[config.mk]
export PLATFORM = sky130hd
export DESIGN_NAME = miller_rabin_witness_test_core
export DESIGN_NICKNAME = d
export VERILOG_FILES = /design/src/mrw_pkg.sv /design/src/mrw_modmul.sv /design/src/mrw_datapath.sv /design/src/mrw_ctrl.sv /design/src/miller_rabin_witness_test_core.sv
export SDC_FILE = /design/constraint.sdc
export NUM_CORES = 1
export LEC_CHECK = 0
export ABC_AREA = 1
export ABC_CLOCK_PERIOD_IN_PS = 6510
export BUFFER_PORTS_ARGS = -buffer_cell sky130_fd_sc_hd__clkbuf_2
export CAP_MARGIN = 20
export CORE_MARGIN = 2
export CORE_UTILIZATION = 40
export DETAILED_ROUTE_END_ITERATION = 6
export GPL_TIMING_DRIVEN = 0
export PLACE_DENSITY = 0.63
export REMOVE_ABC_BUFFERS = 1
export SYNTH_ARGS = -nofsm -noshare
export SYNTH_HDL_FRONTEND = slang
export SYNTH_SLANG_ARGS = --single-unit
[constraint.sdc]
create_clock -name clk -period 6.51 [get_ports clk]
set_input_delay 0.3255 -clock clk [delete_from_list [all_inputs] [get_ports clk]]
set_output_delay 0.3255 -clock clk [all_outputs]
set_load 0.01 [all_outputs]
[src/mrw_pkg.sv]
`timescale 1ns / 1ps
`default_nettype none

package mrw_pkg;

  localparam int DATA_W = 32;

  typedef struct packed {
    logic [DATA_W-1:0] modulus;
    logic [DATA_W-1:0] base;
  } in_t;

  typedef struct packed {
    logic              probable_prime;
    logic              root_found;
    logic [DATA_W-1:0] power_value;
    logic              bad_input;
  } out_t;

  typedef enum logic [2:0] {
    ST_IDLE,
    ST_CHECK,
    ST_SQ_GO,
    ST_SQ_RUN,
    ST_MUL_GO,
    ST_MUL_RUN,
    ST_STEP,
    ST_DONE
  } state_t;

  typedef struct packed {
    logic load;
    logic sq_start;
    logic sq_take;
    logic mul_start;
    logic mul_take;
    logic next_bit;
  } cmd_t;

  typedef struct packed {
    logic bad;
    logic mul_done;
    logic ebit;
    logic last_bit;
  } status_t;

endpackage

`default_nettype wire

[src/mrw_modmul.sv]
`timescale 1ns / 1ps
`default_nettype none

module mrw_modmul #(
  parameter int WIDTH = 32
) (
  input  wire logic             clk,
  input  wire logic             rst_n,
  input  wire logic             start,
  input  wire logic [WIDTH-1:0] op_x,
  input  wire logic [WIDTH-1:0] op_y,
  input  wire logic [WIDTH-1:0] modulus,
  output logic                  done,
  output logic [WIDTH-1:0]      result
);

  localparam int CNT_W = $clog2(WIDTH);

  logic [WIDTH-1:0] acc_r, acc_nxt;
  logic [WIDTH-1:0] x_r;
  logic [WIDTH-1:0] y_r;
  logic [CNT_W-1:0] cnt_r;
  logic             run_r;
  logic             done_r;

  logic [WIDTH:0] dbl;
  logic [WIDTH:0] dbl_red;
  logic [WIDTH:0] sum;
  logic [WIDTH:0] sum_red;

  // shift-and-add, multiplier bits from the top, reduced every step
  always_comb begin
    dbl     = {acc_r, 1'b0};
    dbl_red = (dbl >= {1'b0, modulus}) ? dbl - {1'b0, modulus} : dbl;
    sum     = dbl_red + {1'b0, x_r};
    if (!y_r[WIDTH-1]) begin
      sum = dbl_red;
    end
    sum_red = (sum >= {1'b0, modulus}) ? sum - {1'b0, modulus} : sum;
    acc_nxt = sum_red[WIDTH-1:0];
  end

  always_ff @(posedge clk) begin
    if (!rst_n) begin
      run_r  <= 1'b0;
      done_r <= 1'b0;
      cnt_r  <= '0;
    end else begin
      done_r <= run_r && (cnt_r == '0);
      if (start) begin
        run_r <= 1'b1;
        cnt_r <= CNT_W'(WIDTH - 1);
      end else if (run_r) begin
        cnt_r <= cnt_r - 1'b1;
        if (cnt_r == '0) begin
          run_r <= 1'b0;
        end
      end
    end
  end

  always_ff @(posedge clk) begin
    if (start) begin
      acc_r <= '0;
      x_r   <= op_x;
      y_r   <= op_y;
    end else if (run_r) begin
      acc_r <= acc_nxt;
      y_r   <= {y_r[WIDTH-2:0], 1'b0};
    end
  end

  assign done   = done_r;
  assign result = acc_r;

endmodule

`default_nettype wire

[src/mrw_datapath.sv]
`timescale 1ns / 1ps
`default_nettype none

module mrw_datapath #(
  parameter int WIDTH = 32
) (
  input  wire logic          clk,
  input  wire logic          rst_n,
  input  wire mrw_pkg::in_t  in_item,
  input  wire mrw_pkg::cmd_t cmd,
  output mrw_pkg::status_t   status,
  output mrw_pkg::out_t      out_item
);

  import mrw_pkg::*;

  localparam int IDX_W = $clog2(WIDTH);

  logic [WIDTH-1:0] m_r;
  logic [WIDTH-1:0] a_r;
  logic [WIDTH-1:0] e_r;
  logic [WIDTH-1:0] x_r;
  logic [IDX_W-1:0] idx_r;
  logic             root_r;
  logic             bad_r;

  logic [WIDTH-1:0] in_m;
  logic [WIDTH-1:0] in_a;
  logic             in_bad;
  logic [WIDTH-1:0] mul_y;
  logic [WIDTH-1:0] mul_res;
  logic             mul_done;

  assign in_m   = in_item.modulus[WIDTH-1:0];
  assign in_a   = in_item.base[WIDTH-1:0];
  assign in_bad = (in_m < WIDTH'(4)) || (in_a < WIDTH'(2)) || (in_a > in_m - WIDTH'(2));

  assign mul_y = cmd.mul_start ? a_r : x_r;

  mrw_modmul #(
    .WIDTH (WIDTH)
  ) u_modmul (
    .clk     (clk),
    .rst_n   (rst_n),
    .start   (cmd.sq_start || cmd.mul_start),
    .op_x    (x_r),
    .op_y    (mul_y),
    .modulus (m_r),
    .done    (mul_done),
    .result  (mul_res)
  );

  always_ff @(posedge clk) begin
    if (cmd.load) begin
      m_r    <= in_m;
      a_r    <= in_a;
      e_r    <= in_m - WIDTH'(1);
      x_r    <= WIDTH'(1);
      idx_r  <= IDX_W'(WIDTH - 1);
      root_r <= 1'b0;
      bad_r  <= in_bad;
    end else begin
      if (cmd.sq_take) begin
        x_r <= mul_res;
        if (mul_res == WIDTH'(1) && x_r != WIDTH'(1) && x_r != m_r - WIDTH'(1)) begin
          root_r <= 1'b1;
        end
      end else if (cmd.mul_take) begin
        x_r <= mul_res;
      end
      if (cmd.next_bit) begin
        e_r   <= {e_r[WIDTH-2:0], 1'b0};
        idx_r <= idx_r - 1'b1;
      end
    end
  end

  always_comb begin
    status.bad      = bad_r;
    status.mul_done = mul_done;
    status.ebit     = e_r[WIDTH-1];
    status.last_bit = (idx_r == '0);
  end

  always_comb begin
    out_item.bad_input      = bad_r;
    out_item.root_found     = !bad_r && root_r;
    out_item.probable_prime = !bad_r && !root_r && (x_r == WIDTH'(1));
    out_item.power_value    = bad_r ? '0 : DATA_W'(x_r);
  end

endmodule

`default_nettype wire

[src/mrw_ctrl.sv]
`timescale 1ns / 1ps
`default_nettype none

module mrw_ctrl (
  input  wire logic             clk,
  input  wire logic             rst_n,
  input  wire logic             start,
  input  wire mrw_pkg::status_t status,
  output mrw_pkg::cmd_t         cmd,
  output logic                  busy,
  output logic                  out_valid
);

  import mrw_pkg::*;

  state_t state_r, state_nxt;

  always_ff @(posedge clk) begin
    if (!rst_n) begin
      state_r <= ST_IDLE;
    end else begin
      state_r <= state_nxt;
    end
  end

  always_comb begin
    state_nxt = state_r;
    cmd       = '0;
    busy      = (state_r != ST_IDLE);
    out_valid = 1'b0;
    unique case (state_r)
      ST_IDLE: begin
        if (start) begin
          cmd.load  = 1'b1;
          state_nxt = ST_CHECK;
        end
      end
      ST_CHECK: begin
        state_nxt = status.bad ? ST_DONE : ST_SQ_GO;
      end
      ST_SQ_GO: begin
        cmd.sq_start = 1'b1;
        state_nxt    = ST_SQ_RUN;
      end
      ST_SQ_RUN: begin
        if (status.mul_done) begin
          cmd.sq_take = 1'b1;
          state_nxt   = status.ebit ? ST_MUL_GO : ST_STEP;
        end
      end
      ST_MUL_GO: begin
        cmd.mul_start = 1'b1;
        state_nxt     = ST_MUL_RUN;
      end
      ST_MUL_RUN: begin
        if (status.mul_done) begin
          cmd.mul_take = 1'b1;
          state_nxt    = ST_STEP;
        end
      end
      ST_STEP: begin
        if (status.last_bit) begin
          state_nxt = ST_DONE;
        end else begin
          cmd.next_bit = 1'b1;
          state_nxt    = ST_SQ_GO;
        end
      end
      ST_DONE: begin
        out_valid = 1'b1;
        state_nxt = ST_IDLE;
      end
      default: begin
        state_nxt = ST_IDLE;
      end
    endcase
  end

endmodule

`default_nettype wire

[src/miller_rabin_witness_test_core.sv]
// channel   ports                     handshake
// input     in_item (modulus, base)   taken when start && !busy
// result    out_item                  shown for one cycle while out_valid is high
//
// one item at a time; modular multiplies run in the single shared
// shift-and-add unit, one square per exponent bit plus one multiply per set bit
// bad input skips the exponentiation and goes straight from the check state to done
// busy drops the cycle after out_valid, when the next item can be taken
// synchronous active-low reset returns the controller to idle
// out_valid is a one-cycle strobe; the receiver cannot stall the block
`timescale 1ns / 1ps
`default_nettype none

module miller_rabin_witness_test_core #(
  parameter int WIDTH = 32
) (
  input  wire logic         clk,
  input  wire logic         rst_n,
  input  wire logic         start,
  input  wire mrw_pkg::in_t in_item,
  output logic              busy,
  output logic              out_valid,
  output mrw_pkg::out_t     out_item
);

  import mrw_pkg::*;

  cmd_t    cmd;
  status_t status;

  mrw_ctrl u_ctrl (
    .clk       (clk),
    .rst_n     (rst_n),
    .start     (start),
    .status    (status),
    .cmd       (cmd),
    .busy      (busy),
    .out_valid (out_valid)
  );

  mrw_datapath #(
    .WIDTH (WIDTH)
  ) u_datapath (
    .clk      (clk),
    .rst_n    (rst_n),
    .in_item  (in_item),
    .cmd      (cmd),
    .status   (status),
    .out_item (out_item)
  );

endmodule

`default_nettype wire

==> results.yml, run 1 <==
clock_network:
  cts_max_level: 1
  clock_latency_ns: 0.55
  clock-root-buffer: "clkbuf_16"
  cts.path.max_buffers: 3
  cts_tree: "done"
  cts.sinks: 241
  clkSlewWorstSetupHoldPaths_ns: 0.07
  numCtsBuffers: 26
floorplan:
  core_area_um2: 49150
  placementRows: 81
  die_y_um: 227.4
  start_util_pct: 40.62
  die-area_um2: 51720
  io_pins: 104
  fp.dieW_um: 227.4
sta:
  tightest_slew_ns: 0.8702
  final-setup-viol-count: 0
  fin_tns_setup_ns: 0
  finClkSkew_ns: 0.01773
  fin_crit_sh_pct: 94.97
  timing.fmax_mhz: 161.7
  timing_hold_violations_final: 0
  layout_min_cycle_time_ns: 6.182
  timing.slew.headroom_pct: 41.85
  slew_viol_final: 0
global_routing:
  met2_usage_pct: 51.63
  busiest_layer: "met2"
  grt_pass1_vias: 19600
  grt_use_met1_pct: 35.81
  grt_max_degree: 50
  overflow: 0
  globalRouteMet3Util_pct: 2.685
  antenna_found_initial: 0
  grt_usage_pct: 28.98
  grt_pass1_wl_um: 113100
yosys:
  yosys.area.top_type: "edfxtp_1"
  synth.distinct_cells: 57
  synth_seq_cells: 241
  syn_inst: 2960
  synth-seq-area-share_pct: 32.23
  synthTopCellsByArea: "edfxtp_1 24%, nand2_1 16%, ha_1 8.5%"
  ys_warn_count: 0
  synthArstFlopShare_pct: 0
  synth_top_area_share_pct: 24.21
  synth_edf_count: 161
  synth_area_um2: 19970
  synth_area_per_cell_um2: 6.746
  ys.flop_type: "edfxtp_1"
final_layout:
  syn_to_final_growth_pct: 17.44
  final_net_count: 3318
  final_common_cell: "nand2_1"
  mostFrequentLayoutCells: "845 x nand2_1, 355 x nor2_1, 341 x inv_1"
  drive_gt1_share_pct: 12.23
  antenna_cells: 0
  utilization_pct: 47.71
  layout.cells.non_filler: 3796
critical_path:
  crit_top_cell: "nand2_1"
  path_max_fanout: 8
  cp-start-kind: "register"
  slowest_stage: "edfxtp_1"
  cp.arrival_ns: 6.63
  cpPeakStageDelay_ns: 0.43
  path_class: "reg2reg"
  critPathRequiredTime_ns: 6.95
  critPathCaptureType: "register"
placement:
  gp_congestion: 1.033
  dpl.cell_count: 3680
  hpwl_um: 60600
  port-buffer-count: 103
status:
  status: "finished, violations left"
  violations: "design-rule violations"
drt:
  ant_nets: 0
  drc: 1
  dr.pass1.iters: 7
  num_vias: 20160
  vias_per_cell: 5.311
  wl_per_cell_um: 19.84
  first_iter_violations: 1427
  drt-total-wl_um: 75310
worst_hold_path:
  hold_class: "in2reg"
flow_run:
  drv_cap: 0
[metrics by stage]
step / cell area (um2) / hold WS [ns] / setup slack [ns]
global placement: 21040 / 0.4465 / -5.465
floorplan: 19690 / 0.4231 / -1.313
finish: 23450 / 0.008446 / 0.3275
CTS: 22570 / 0.0001441 / 0.005264
detailed placement: 21330 / 0.4614 / -1.312
global route: 23450 / 0.009384 / -0.02671
[critical path, delay by kind of cell, from the launching register on]
kind / cells / cell delay [ns]
buffers and inverters: 6 / 0.92
and+or+nand+nor: 24 / 3.02
DFF: 1 / 0.43
AOI/OAI and AO/OA: 3 / 0.59
adders and majority gates: 3 / 1.09
[flip-flops by register name, summed over array words and instances (netlist names)]
register / cells
u_datapath.a_r: 32
u_datapath.e_r: 32
u_datapath.m_r: 32
u_datapath.u_modmul.result: 32
u_datapath.u_modmul.x_r: 32
u_datapath.u_modmul.y_r: 32
u_datapath.x_r: 32
u_datapath.idx_r: 5
u_datapath.u_modmul.cnt_r: 5
u_ctrl.state_r: 3
u_datapath.bad_r: 1
u_datapath.root_r: 1
u_datapath.u_modmul.done: 1
u_datapath.u_modmul.run_r: 1
[cells by family (layout without fill, tap and decap cells)]
family	after synthesis	after routing	synth area share, %
AO/OA/AOI/OAI	410	410	11.03
buffers and inverters	442	610	8.591
AND/OR/NAND/NOR	1601	1605	33.64
adder cells (fa/ha/maj)	138	138	8.760
flip-flops	241	241	32.23
XOR/XNOR	128	128	5.752
[synthesized netlist by cell type, types with 2 or more instances]
| cell type | number |
|---|---|
| xnor2_1 | 46 |
| nor3_1 | 34 |
| dfxtp_1 | 80 |
| buf_6 | 5 |
| nor2_1 | 368 |
| fa_1 | 3 |
| a21oi_1 | 216 |
| nand3b_1 | 13 |
| buf_1 | 4 |
| o211ai_1 | 6 |
| nor4_1 | 33 |
| a211oi_1 | 4 |
| buf_2 | 6 |
| o21ai_0 | 131 |
| or2_2 | 6 |
| o2111ai_1 | 2 |
| inv_1 | 371 |
| and2_1 | 3 |
| edfxtp_1 | 161 |
| nand2_1 | 859 |
| nand3_1 | 208 |
| a31oi_1 | 9 |
| o21bai_1 | 9 |
| xor2_1 | 80 |
| a21boi_0 | 3 |
| o21a_1 | 11 |
| ha_1 | 135 |
| nand3_2 | 4 |
| clkbuf_1 | 41 |
| clkinv_1 | 2 |
| a21o_1 | 5 |
| nor2_4 | 3 |
| inv_2 | 10 |
| nor2_2 | 9 |
| xnor3_1 | 2 |
| buf_4 | 3 |
| nand4_1 | 44 |
| o21ai_1 | 3 |
| nand2_2 | 10 |
[cell type report]
type                            count  area, um2
Fill cell                        5030      25700
Multi-Input combinational cell   2281      12510
Sequential cell                   241       6436
Inverter                          383       1456
Timing Repair Buffer              180       1374
Tap cell                          664      830.8
Clock buffer                       31      690.7
Clock inverter                     16      148.9
[routing by layer]
metal / vias up / part of all wire (%)
li1: 10036 / -
met1: 9335 / 41
met2: 654 / 49
met3: 135 / 5.8
met4: 0 / 4.5
met5: - / 0
[repair_timing]
action / in CTS / in global routing
hold buffers: 13 / 0
endpoints found under the setup margin: 32 / 32
resized for setup: 46 / 117
cloned: 4 / 0
buffers inserted: 8 / 43
pin swaps: 5 / 16
hold endpoints to repair: 13 / 0
[path summary, 6_finish.rpt]
path | from | to | slack [ns] | depth (start not counted)
worst max-delay path | u_datapath.m_r[4] | u_datapath.u_modmul.result[17] | 0.33 | 36
worst min-delay path | in_item[5] | u_datapath.a_r[5] | 0.008 | 1
worst max register to register | u_datapath.m_r[4] | u_datapath.u_modmul.result[17] | 0.33 | 36
worst min register to register | u_datapath.x_r[0] | u_datapath.u_modmul.x_r[0] | 0.47 | 0
Power of run 1 is left out: the tool's default activity adds up to more than one toggle a clock period on the data nets, which glitch-free logic cannot reach.
==> run 2: changes to the inputs <==
- ABC_CLOCK_PERIOD_IN_PS: 6510 -> not set
- PLACE_DENSITY: 0.63 -> 0.59
==> run 2 against run 1 <==
  * The run now ends clean
  * Count of clock-buffer cells in the layout is 10 higher
  * Setup slack worse by 0.14 ns
  * Register-to-register slack worse by 0.14 ns
  * Utilization is 0.77 points higher
  * Clock skew is 0.0061 ns lower
  * Sequential cell count stayed put
  * Sequential share of layout area is 0.44 points lower
  * Hold slack better by 0.017 ns
  * Critical path type unchanged
  * Critical endpoint is now u_datapath.u_modmul.result[29]
==> results.yml, run 2 (synthesis results as in run 1) <==
sta:
  worst_hold_slack_ns: 0.02542
  fin_crit_sh_pct: 97.06
  post-route-worst-setup-slack_ns: 0.1914
  final-setup-viol-count: 0
  timing_hold_violations_final: 0
  slew_viol_final: 0
  timing.fmax_mhz: 158.3
  layout_min_cycle_time_ns: 6.319
  timing.slew.headroom_pct: 27.55
  finClkSkew_ns: 0.01159
  tightest_slew_ns: 1.083
global_routing:
  grt_max_degree: 50
  grt_pass1_wl_um: 115000
  overflow: 0
  grt_pass1_vias: 19735
  grt_usage_pct: 29.58
  antenna_found_initial: 0
drt:
  num_vias: 20118
  ant_nets: 0
  vias_per_cell: 5.280
  drt-total-wl_um: 77150
  first_iter_violations: 1339
  drc: 0
  dr.pass1.iters: 7
  wl_per_cell_um: 20.25
clock_network:
  clkSlewWorstSetupHoldPaths_ns: 0.06
  clock-root-buffer: "clkbuf_16"
  clock_latency_ns: 0.56
  cts_tree: "done"
  cts.sinks: 241
  cts_max_level: 1
  cts.path.max_buffers: 3
  numCtsBuffers: 27
final_layout:
  layout.cells.non_filler: 3810
  antenna_cells: 0
  seqCellArea_um2: 6436
  nFillCells: 5110
  drive_gt1_share_pct: 12.71
  final_net_count: 3330
  final_common_cell: "nand2_1"
  syn_to_final_growth_pct: 19.34
  mostFrequentLayoutCells: "837 x nand2_1, 354 x nor2_1, 341 x inv_1"
  multi_input_area_um2: 12670
floorplan:
  die_y_um: 227.4
  fp.dieW_um: 227.4
  core_area_um2: 49150
  die-area_um2: 51720
  start_util_pct: 40.62
  io_pins: 104
  placementRows: 81
status:
  status: "completed"
critical_path:
  slowest_stage: "edfxtp_1"
  critPathCaptureType: "register"
  path_max_fanout: 15
  cp.arrival_ns: 6.77
  critPathRequiredTime_ns: 6.96
  reg2reg_slack_ns: 0.19
  cpPeakStageDelay_ns: 0.39
  cp-start-kind: "register"
  crit_top_cell: "nand2_1"
  path_class: "reg2reg"
  rr_worst_depth: 40
flow_run:
  drv_cap: 0
placement:
  hpwl_um: 62370
  gp_congestion: 0.9942
  dpl.cell_count: 3680
  port-buffer-count: 103
  place_ws_ns: -1.736
worst_hold_path:
  hold_class: "in2reg"
  worstHoldPathCells: 1
[run 2: cell types whose count changed in the layout (fill, tap and decap cells not counted), moves of 4 or more]
| cell | before | now |
|---|---|---|
| dlygate4sd3_1 | 13 | 28 |
| nand2_1 | 845 | 837 |
| nand2_2 | 20 | 28 |
| nor2_2 | 18 | 13 |
| ha_4 | 24 | 32 |
| ha_1 | 104 | 94 |
| nor2_4 | 8 | 14 |
| clkbuf_8 | 0 | 4 |
| a21oi_2 | 20 | 16 |
| buf_4 | 47 | 41 |
[run 2: cell type report]
type	count	area share, %
Timing Repair Buffer	190	6.311
Sequential cell	241	27.01
Multi-Input combinational cell	2281	53.17
Clock buffer	41	3.492
Timing Repair inverter	1	0.06826
Clock inverter	9	0.2625
Inverter	383	6.201
Tap cell	664	3.486
[run 2: critical path, delay by kind of cell, from the launching register on]
kind	cells	cell delay (ns)
adder cells (fa/ha/maj)	3	0.91
buffers and inverters	7	1.02
AO/OA/AOI/OAI	6	1.15
flip-flops	1	0.39
AND/OR/NAND/NOR	24	2.71
[run 2: stage by stage]
step                setup TNS, ns  util (%)  area, um2
floorplan                  -57.29         -      19690
CTS                             0     46.83      23020
detailed placement         -54.46     43.43      21350
global placement          -617.24     42.80      21040
global route               -1.593     48.48      23830
finish                          0     48.48      23830
[run 2: what timing repair did]
item,in CTS,in global routing
endpoints found under the hold margin,28,0
gates cloned,4,1
resized for setup,65,123
buffers inserted,13,33
pin swaps,8,22
setup endpoints to repair,32,32
hold buffers,28,0
[run 2: routing by layer]
layer	up-vias	wire length [um]	track usage (%)
li1	10044	-	-
met4	0	3805	12.92
met1	9411	33210	37.33
met5	-	0	0
met2	532	36790	51.72
met3	131	3341	2.349
[run 2: worst paths after layout]
check	startpoint	to
setup / recovery	u_datapath.m_r[30]	u_datapath.u_modmul.result[29]
hold / removal	in_item[10]	u_datapath.a_r[10]
setup reg to reg	u_datapath.m_r[30]	u_datapath.u_modmul.result[29]
hold reg to reg	u_datapath.x_r[0]	u_datapath.u_modmul.x_r[0]
Power of run 2 is left out for the same reason.
